**src/hdl/svpwm_pkg.sv**
```systemverilog
// Shared constants for the space vector PWM duty generator.
// Used by the top level, the serial divider and the checker; depends on nothing else.
package svpwm_pkg;

  localparam int unsigned PERIOD_W   = 16;
  localparam int unsigned Q15_W      = 16;
  localparam int unsigned X_W        = 33;  // alpha/beta sums, signed
  localparam int unsigned T_W        = 18;  // one active vector time
  localparam int unsigned SUM_W      = T_W + 1;
  localparam int unsigned DVD_W      = T_W + PERIOD_W;
  localparam int unsigned QUO_W      = PERIOD_W;
  localparam int unsigned DIV_STEPS  = QUO_W;

  localparam int unsigned PRE_SHIFT  = 11;
  localparam int unsigned POST_SHIFT = 19;
  localparam int unsigned Q15_SHIFT  = 15;

  localparam logic signed [16:0] ONE_SQRT3_Q15 = 17'sd18919;
  localparam logic [PERIOD_W-1:0] PERIOD_RESET = 16'd4000;

  localparam logic [2:0] SECTOR_1 = 3'd1;
  localparam logic [2:0] SECTOR_2 = 3'd2;
  localparam logic [2:0] SECTOR_3 = 3'd3;
  localparam logic [2:0] SECTOR_4 = 3'd4;
  localparam logic [2:0] SECTOR_5 = 3'd5;
  localparam logic [2:0] SECTOR_6 = 3'd6;

  localparam int unsigned IN_DATA_W  = 32;
  localparam int unsigned OUT_DATA_W = 88;

endpackage

```
**src/hdl/svpwm_div.sv**
```systemverilog
// Restoring divider, one quotient bit per cycle, for the overmodulation scaling.
// Depends on svpwm_pkg for its widths.
module svpwm_div import svpwm_pkg::*; (
  input  logic              clk,
  input  logic              rst_n,
  input  logic              start,
  input  logic [DVD_W-1:0]  dividend,
  input  logic [SUM_W-1:0]  divisor,
  output logic              done,
  output logic [QUO_W-1:0]  quotient
);

  logic                 busy_r, busy_nxt;
  logic                 done_r, done_nxt;
  logic [3:0]           cnt_r, cnt_nxt;
  logic [SUM_W-1:0]     rem_r, rem_nxt;
  logic [QUO_W-1:0]     shq_r, shq_nxt;
  logic [SUM_W-1:0]     div_r, div_nxt;
  logic [SUM_W:0]       trial;
  logic [SUM_W:0]       diff;

  // The quotient is known to fit in QUO_W bits, so the upper dividend bits
  // already lie below the divisor and seed the remainder.
  always_comb begin
    busy_nxt = busy_r;
    done_nxt = 1'b0;
    cnt_nxt  = cnt_r;
    rem_nxt  = rem_r;
    shq_nxt  = shq_r;
    div_nxt  = div_r;
    trial    = {rem_r, shq_r[QUO_W-1]};
    diff     = trial - {1'b0, div_r};
    if (start) begin
      busy_nxt = 1'b1;
      cnt_nxt  = '0;
      rem_nxt  = {1'b0, dividend[DVD_W-1:QUO_W]};
      shq_nxt  = dividend[QUO_W-1:0];
      div_nxt  = divisor;
    end else if (busy_r) begin
      if (trial >= {1'b0, div_r}) begin
        rem_nxt = diff[SUM_W-1:0];
        shq_nxt = {shq_r[QUO_W-2:0], 1'b1};
      end else begin
        rem_nxt = trial[SUM_W-1:0];
        shq_nxt = {shq_r[QUO_W-2:0], 1'b0};
      end
      cnt_nxt = cnt_r + 4'd1;
      if (cnt_r == 4'(DIV_STEPS - 1)) begin
        busy_nxt = 1'b0;
        done_nxt = 1'b1;
      end
    end
  end

  always_ff @(posedge clk) begin
    if (!rst_n) begin
      busy_r <= 1'b0;
      done_r <= 1'b0;
      cnt_r  <= '0;
    end else begin
      busy_r <= busy_nxt;
      done_r <= done_nxt;
      cnt_r  <= cnt_nxt;
    end
    rem_r <= rem_nxt;
    shq_r <= shq_nxt;
    div_r <= div_nxt;
  end

  assign done     = done_r;
  assign quotient = shq_r;

endmodule

```
**src/hdl/svpwm_duty_generator.sv**
```systemverilog
// Top level of the six-sector space vector PWM duty generator.
// Depends on svpwm_pkg and instantiates the serial divider svpwm_div.
//
// One (alpha, beta) vector is taken per transfer and one set of three
// centre-aligned compare values comes back. The work on a vector is paced
// by the single shared 22 x 17 bit multiplier, which forms beta/sqrt3 and
// both active times in turn. When the active times exceed the period the
// same multiplier forms both scaled dividends and the one-bit-per-cycle
// divider runs twice. The input is not ready while a vector is in work;
// a finished result waits in an output register, so a new vector can be
// taken before the previous result has been collected. The period register
// is sampled when a vector is taken.
module svpwm_duty_generator import svpwm_pkg::*; (
  input  logic                  clk,
  input  logic                  rst_n,
  input  logic                  cfg_wr_en,
  input  logic [PERIOD_W-1:0]   cfg_wr_data,   // pwm_period
  input  logic                  in_tvalid,
  output logic                  in_tready,
  input  logic [IN_DATA_W-1:0]  in_tdata,      // v_alpha, v_beta
  output logic                  out_tvalid,
  input  logic                  out_tready,
  // duty_a, duty_b, duty_c, sector[2:0], overmodulated, overmod_total[31:0], 4 zero bits
  output logic [OUT_DATA_W-1:0] out_tdata
);

  localparam logic [3:0] S_IDLE = 4'd0;
  localparam logic [3:0] S_B1   = 4'd1;
  localparam logic [3:0] S_SECT = 4'd2;
  localparam logic [3:0] S_TF   = 4'd3;
  localparam logic [3:0] S_TS   = 4'd4;
  localparam logic [3:0] S_SUM  = 4'd5;
  localparam logic [3:0] S_CHK  = 4'd6;
  localparam logic [3:0] S_MF   = 4'd7;
  localparam logic [3:0] S_DF   = 4'd8;
  localparam logic [3:0] S_WF   = 4'd9;
  localparam logic [3:0] S_MS   = 4'd10;
  localparam logic [3:0] S_DS   = 4'd11;
  localparam logic [3:0] S_WS   = 4'd12;
  localparam logic [3:0] S_FIN  = 4'd13;

  localparam int unsigned OP_W  = X_W - 1 - PRE_SHIFT;  // clamped operand width
  localparam int unsigned MA_W  = OP_W + 1;
  localparam int unsigned MB_W  = PERIOD_W + 1;
  localparam int unsigned MP_W  = MA_W + MB_W;

  function automatic logic [OP_W-1:0] active_op(input logic signed [X_W-1:0] x);
    logic [OP_W-1:0] r;
    r = x[X_W-1] ? '0 : x[X_W-2:PRE_SHIFT];
    return r;
  endfunction

  logic [3:0]               state_r, state_nxt;
  logic [PERIOD_W-1:0]      period_r;
  logic [PERIOD_W-1:0]      p_r;
  logic signed [Q15_W-1:0]  alpha_r, beta_r;
  logic signed [MP_W-1:0]   mul_r;
  logic [2:0]               sector_r, sector_nxt;
  logic signed [X_W-1:0]    xf_r, xf_nxt, xs_r, xs_nxt;
  logic [T_W-1:0]           tf_r, ts_r;
  logic [SUM_W-1:0]         sum_r;
  logic                     over_r;
  logic [31:0]              total_r;
  logic                     out_valid_r;
  logic [OUT_DATA_W-1:0]    out_data_r;

  logic signed [MA_W-1:0]   mul_a;
  logic signed [MB_W-1:0]   mul_b;
  logic signed [MP_W-1:0]   mul_p;

  logic signed [X_W-1:0]    a15, b1, nb1, b2, bext;
  logic [SUM_W-1:0]         sum_c;
  logic [SUM_W:0]           tot;
  logic [PERIOD_W-1:0]      lead, d1, d2, v1, v2;
  logic [PERIOD_W-1:0]      duty_a, duty_b, duty_c;
  logic                     div_start, div_done;
  logic [QUO_W-1:0]         div_q;
  logic                     in_xfer, out_free;

  assign in_xfer  = in_tvalid && in_tready;
  assign out_free = !out_valid_r || out_tready;

  // Shared multiplier operand selection.
  always_comb begin
    mul_a = '0;
    mul_b = '0;
    unique case (state_r)
      S_B1: begin
        mul_a = {{(MA_W - Q15_W){beta_r[Q15_W-1]}}, beta_r};
        mul_b = ONE_SQRT3_Q15;
      end
      S_TF: begin
        mul_a = {1'b0, active_op(xf_r)};
        mul_b = {1'b0, p_r};
      end
      S_TS: begin
        mul_a = {1'b0, active_op(xs_r)};
        mul_b = {1'b0, p_r};
      end
      S_MF: begin
        mul_a = {{(MA_W - T_W){1'b0}}, tf_r};
        mul_b = {1'b0, p_r};
      end
      S_MS: begin
        mul_a = {{(MA_W - T_W){1'b0}}, ts_r};
        mul_b = {1'b0, p_r};
      end
      default: begin
        mul_a = '0;
        mul_b = '0;
      end
    endcase
  end

  assign mul_p = mul_a * mul_b;

  // Sector and the two active-vector sums, from beta/sqrt3 held in mul_r.
  always_comb begin
    a15  = {{(X_W - Q15_W - Q15_SHIFT){alpha_r[Q15_W-1]}}, alpha_r, {Q15_SHIFT{1'b0}}};
    bext = {{(X_W - Q15_W){beta_r[Q15_W-1]}}, beta_r};
    b1   = mul_r[X_W-1:0];
    nb1  = -b1;
    b2   = (b1 <<< 1) - bext;  // 2/sqrt3 in Q15 is twice 1/sqrt3 less one
    if (!beta_r[Q15_W-1]) begin
      if (!alpha_r[Q15_W-1]) sector_nxt = (b1 >= a15) ? SECTOR_2 : SECTOR_1;
      else                   sector_nxt = (nb1 >= a15) ? SECTOR_3 : SECTOR_2;
    end else begin
      if (!alpha_r[Q15_W-1]) sector_nxt = (nb1 >= a15) ? SECTOR_5 : SECTOR_6;
      else                   sector_nxt = (b1 >= a15) ? SECTOR_4 : SECTOR_5;
    end
    unique case (sector_nxt)
      SECTOR_1: begin xf_nxt = a15 - b1;  xs_nxt = b2;        end
      SECTOR_2: begin xf_nxt = a15 + b1;  xs_nxt = b1 - a15;  end
      SECTOR_3: begin xf_nxt = b2;        xs_nxt = nb1 - a15; end
      SECTOR_4: begin xf_nxt = b1 - a15;  xs_nxt = -b2;       end
      SECTOR_5: begin xf_nxt = nb1 - a15; xs_nxt = a15 - b1;  end
      default:  begin xf_nxt = -b2;       xs_nxt = a15 + b1;  end
    endcase
  end

  // Centre-aligned compares from the final active times.
  always_comb begin
    sum_c = {1'b0, tf_r} + {1'b0, ts_r};
    tot   = {{(SUM_W + 1 - PERIOD_W){1'b0}}, p_r} + {2'b0, tf_r} + {2'b0, ts_r};
    lead  = tot[PERIOD_W:1];
    if (sector_r[0]) begin
      d1 = tf_r[PERIOD_W-1:0];
      d2 = ts_r[PERIOD_W-1:0];
    end else begin
      d1 = ts_r[PERIOD_W-1:0];
      d2 = tf_r[PERIOD_W-1:0];
    end
    v1 = lead - d1;
    v2 = v1 - d2;
    unique case (sector_r)
      SECTOR_1: begin duty_a = lead; duty_b = v1;   duty_c = v2;   end
      SECTOR_2: begin duty_a = v1;   duty_b = lead; duty_c = v2;   end
      SECTOR_3: begin duty_a = v2;   duty_b = lead; duty_c = v1;   end
      SECTOR_4: begin duty_a = v2;   duty_b = v1;   duty_c = lead; end
      SECTOR_5: begin duty_a = v1;   duty_b = v2;   duty_c = lead; end
      default:  begin duty_a = lead; duty_b = v2;   duty_c = v1;   end
    endcase
  end

  assign div_start = (state_r == S_DF) || (state_r == S_DS);

  svpwm_div u_div (
    .clk      (clk),
    .rst_n    (rst_n),
    .start    (div_start),
    .dividend (mul_r[DVD_W-1:0]),
    .divisor  (sum_r),
    .done     (div_done),
    .quotient (div_q)
  );

  always_comb begin
    state_nxt = state_r;
    unique case (state_r)
      S_IDLE: if (in_tvalid) state_nxt = S_B1;
      S_B1:   state_nxt = S_SECT;
      S_SECT: state_nxt = S_TF;
      S_TF:   state_nxt = S_TS;
      S_TS:   state_nxt = S_SUM;
      S_SUM:  state_nxt = S_CHK;
      S_CHK:  state_nxt = (sum_c > {{(SUM_W - PERIOD_W){1'b0}}, p_r}) ? S_MF : S_FIN;
      S_MF:   state_nxt = S_DF;
      S_DF:   state_nxt = S_WF;
      S_WF:   if (div_done) state_nxt = S_MS;
      S_MS:   state_nxt = S_DS;
      S_DS:   state_nxt = S_WS;
      S_WS:   if (div_done) state_nxt = S_FIN;
      S_FIN:  if (out_free) state_nxt = S_IDLE;
      default: state_nxt = S_IDLE;
    endcase
  end

  always_ff @(posedge clk) begin
    if (!rst_n) begin
      state_r     <= S_IDLE;
      period_r    <= PERIOD_RESET;
      total_r     <= '0;
      out_valid_r <= 1'b0;
    end else begin
      state_r <= state_nxt;
      if (cfg_wr_en) period_r <= cfg_wr_data;
      if (state_r == S_CHK && state_nxt == S_MF) total_r <= total_r + 32'd1;
      if (state_r == S_FIN && out_free) out_valid_r <= 1'b1;
      else if (out_tready)              out_valid_r <= 1'b0;
    end
  end

  always_ff @(posedge clk) begin
    mul_r <= mul_p;
    if (in_xfer) begin
      alpha_r <= in_tdata[Q15_W-1:0];
      beta_r  <= in_tdata[2*Q15_W-1:Q15_W];
      p_r     <= period_r;
    end
    if (state_r == S_SECT) begin
      sector_r <= sector_nxt;
      xf_r     <= xf_nxt;
      xs_r     <= xs_nxt;
    end
    if (state_r == S_TS) tf_r <= mul_r[POST_SHIFT +: T_W];
    if (state_r == S_SUM) ts_r <= mul_r[POST_SHIFT +: T_W];
    if (state_r == S_CHK) begin
      sum_r  <= sum_c;
      over_r <= (state_nxt == S_MF);
    end
    if (state_r == S_WF && div_done) tf_r <= {{(T_W - QUO_W){1'b0}}, div_q};
    if (state_r == S_WS && div_done) ts_r <= {{(T_W - QUO_W){1'b0}}, div_q};
    if (state_r == S_FIN && out_free)
      out_data_r <= {4'b0, total_r, over_r, sector_r, duty_c, duty_b, duty_a};
  end

  assign in_tready  = rst_n && (state_r == S_IDLE);
  assign out_tvalid = out_valid_r;
  assign out_tdata  = out_data_r;

endmodule

```
**config.mk**
```make
export PLATFORM = sky130hd
export DESIGN_NAME = svpwm_duty_generator
export DESIGN_NICKNAME = d
export VERILOG_FILES = /design/src/hdl/svpwm_pkg.sv /design/src/hdl/svpwm_div.sv /design/src/hdl/svpwm_duty_generator.sv
export SDC_FILE = /design/constraint.sdc
export NUM_CORES = 2
export LEC_CHECK = 0
export ABC_AREA = 0
export BUFFER_PORTS_ARGS = -buffer_cell sky130_fd_sc_hd__buf_2
export CAP_MARGIN = 10
export CORE_ASPECT_RATIO = 2
export CORE_MARGIN = 8
export CORE_UTILIZATION = 40
export CTS_BUF_LIST = sky130_fd_sc_hd__clkbuf_16
export DETAILED_ROUTE_END_ITERATION = 10
export PLACE_DENSITY_LB_ADDON = 0.1
export SLEW_MARGIN = 20
export SYNTH_ARGS = -nofsm -noshare
export SYNTH_HDL_FRONTEND = slang
export SYNTH_HIERARCHICAL = 1
export SYNTH_SLANG_ARGS = --single-unit
```
**constraint.sdc**
```tcl
create_clock -name clk -period 10.21 [get_ports clk]
set_input_delay 2.042 -clock clk [delete_from_list [all_inputs] [get_ports clk]]
set_output_delay 2.042 -clock clk [all_outputs]
set_load 0.01 [all_outputs]
```
==> results.toml <==
[status]
status = "completed"

[sta]
timing.final.crit_share = 0.904
finalSetupViolCount = 0
clock_skew_ns = 0.0547
min_period_ns = 9.23
relSlewSlack = 0.226
worst-slew-pin-transition_ns = 1.16
final_hold_viol_count = 0
finalSetupTns_ns = 0
maxSlewViolCount = 0
fmax_mhz = 108
rsz0062_at_grt = "false"

[min_path]
whs_endpoint = "u_div/div_r[2]"
min_path_cells = 0
min-delay-start = "sum_r[2]"
min_path_type = "flop to flop"

[place]
gp_congestion = 0.970
io_buffers = 138
place_area_sq_um = 42600
hpwl_um = 124000

[job]
max_cap_viol_count = 0

[synthesis]
synth_top_area_share = 0.211
synthFlopType = "edfxtp_1"
async_flop_share = 0
yosysTopAreaCell = "edfxtp_1"
synthCells = 4499
ys_types = 101
ys_ff_latch = 385
yosys_warnings = 6
synth_area_leaders = "edfxtp_1, fa_1, ha_1"
postSynthAreaPerCell_sq_um = 8.96
synth-seq-area-share = 0.262
netlist_area_sq_um = 40300
synth-edff-count = 284

[critical_path]
cp-start-kind = "flop"
worstRegToRegCells = 27
worst_path_most_repeated_cell = "fa_1"
slowest_delay_ns = 0.77
rrSetupSlack_ns = 0.98
r2r_start = "state_r[2]"
cp_slowest_cell = "and3_1"
critPathMaxFanout = 18
critPathArrivalTime_ns = 9.73
critical_path_class = "flop to flop"
worstReg2RegEnd = "mul_r[36]"
worstSetupEndpointType = "flop"
worst_ep_required_time_ns = 10.71

[clock_tree]
root_buffer = "clkbuf_16"
cts.clk_slew.worst_paths_ns = 0.07
numCtsBuffers = 41
tritoncts = "built"
worstSkewPairLatency_ns = 0.63
htree_levels = 2
clock-sinks = 385
clk_path_buf_depth = 3

[floorplan]
start_util = 0.401
die_w_um = 241
die_h_um = 465
core_area_sq_um = 101000
rows = 165
ios = 143
die-area_sq_um = 112000

[pwr]
sw_frac_of_total = 0.498
power.share.clock = 0.162
peakVddDrop_v = 0.000169
p_comb_frac = 0.618
p_leak_uw = 0.0190
seqPwrFrac = 0.219
switching_power_uw = 5060
power.internal_uw = 5100
power.density_nw_per_um2 = 231

[layout]
nets = 5294
layout-drive-gt1-share = 0.0789
area_delta_synth_final_pct = 9.23
layout_commonest_cell = "inv_1"
design_area_sq_um = 44000
final_cell_mix = "inv_1, nand2_1, nor2_1"

[global_route]
grt-ovfl-total = 0
grt_pass1_vias = 34281
grt_usage = 0.274
grt_pass1_wl_um = 228000
antenna_found_initial = 5
grt_start_max_net_pins = 85

[routing]
drtPass1Iterations = 6
drt_iter0_drc = 3026
ant_nets = 0
vias_per_cell = 5.77
dr_total_vias = 34312
drcViolationCount = 0
drt-total-wl_um = 154000
routedWlPerCell_um = 25.9
-- what timing repair did --
| action | CTS | global route |
|---|---|---|
| gates resized for setup | 0 | 1 |
| hold buffers | 0 | 0 |
| setup buffers | 0 | 0 |
| endpoints found under the setup margin | 0 | 1 |
-- power groups by stage --
stage | clock, uW | sequential (uW) | combinational [uW]
floorplan | 0 | 2060 | 4240
global placement | 0 | 2260 | 6130
detailed placement | 0 | 2260 | 6150
CTS | 1690 | 2230 | 6200
global route | 1740 | 2220 | 6860
finish | 1650 | 2230 | 6280
-- state kept, by name, summed over array words and instances, names as in the netlist --
signal	flops
mul_r	37
u_div/done	1
u_div/busy_r	1
out_tvalid	1
ts_r	18
period_r	16
out_tdata	84
u_div/quotient	16
u_div/cnt_r	4
sector_r	3
u_div/div_r	19
xf_r	22
sum_r	19
tf_r	18
xs_r	22
total_r	32
p_r	16
over_r	1
state_r	4
alpha_r	16
u_div/rem_r	19
beta_r	16
-- layout make-up --
cell class	instances	area, sq um
clock inverters	34	384
inverters	594	2230
well taps	1336	1670
flip-flops and latches	385	10600
clock buffers	42	1050
multi-input cells	3349	26900
fillers	10004	56500
diodes	2	5.00
repair buffers	209	1220
-- cells in the mapped netlist (44+ instances only) --
cell and number:
edfxtp_1 284, a21oi_1 258, fa_1 356, dfxtp_1 101, and3_1 45, nor3_1 73
xnor2_1 175, nand2b_1 62, clkbuf_1 156, xor2_1 44, nand3_1 77, ha_1 305
nand2_1 494, mux2i_1 79, nor2b_1 45, inv_1 591, a22oi_1 44, nor2_1 404
a21o_1 58, o21ai_0 165
-- how the worst max path moves through the flow --
stage                     startpoint  cells after the start         to
after floorplan           state_r[0]                     29  mul_r[35]
after global placement    state_r[2]                     29  mul_r[36]
after detailed placement  state_r[2]                     27  mul_r[36]
after CTS                 state_r[2]                     27  mul_r[36]
after global routing      state_r[2]                     31  mul_r[36]
final                     state_r[2]                     27  mul_r[36]
-- kinds of logic after synthesis --
logic type / after synthesis / share of synthesized area
simple gates: 1374 / 0.156
other cells: 1 / 0.0000930
flops: 385 / 0.262
buf+inv: 777 / 0.0733
compound gates: 979 / 0.164
fa+ha+maj: 661 / 0.271
xor+xnor: 220 / 0.0481
mux: 102 / 0.0260
-- through the flow --
| step | total power, uW | util | hold WS, ns | instances | setup slack, ns |
|---|---|---|---|---|---|
| after floorplan | 6300 | - | 0.400 | 4511 | 2.32 |
| after global placement | 8400 | 0.424 | 0.407 | 5873 | 1.19 |
| after detailed placement | 8410 | 0.424 | 0.405 | 5873 | 1.03 |
| after CTS | 10100 | 0.438 | 0.422 | 5949 | 0.956 |
| after global routing | 10800 | 0.438 | 0.424 | 5949 | 0.168 |
| final | 10200 | 0.438 | 0.421 | 5951 | 0.984 |
-- layer usage --
layer | up-vias | share of wire | track usage | wire length [um]
met4 | 2 | 0.075 | 0.163 | 11600
li1 | 15681 | - | - | -
met1 | 16928 | 0.41 | 0.351 | 62800
met3 | 313 | 0.061 | 0.0334 | 9430
met2 | 1388 | 0.46 | 0.438 | 70100
met5 | - | 0.000084 | 0 | 13
-- worst max-delay path, delay by kind of cell, from the launching register on --
kind / cells / cell delay [ns]
DFF: 1 / 0.58
adders and majority gates: 7 / 3.43
xor gates and xnor gates: 1 / 0.15
AOI/OAI and AO/OA: 10 / 2.56
buffers and inverters: 4 / 0.37
and+or+nand+nor: 5 / 1.98
No activity file was read; power rests on OpenSTA's default activity.
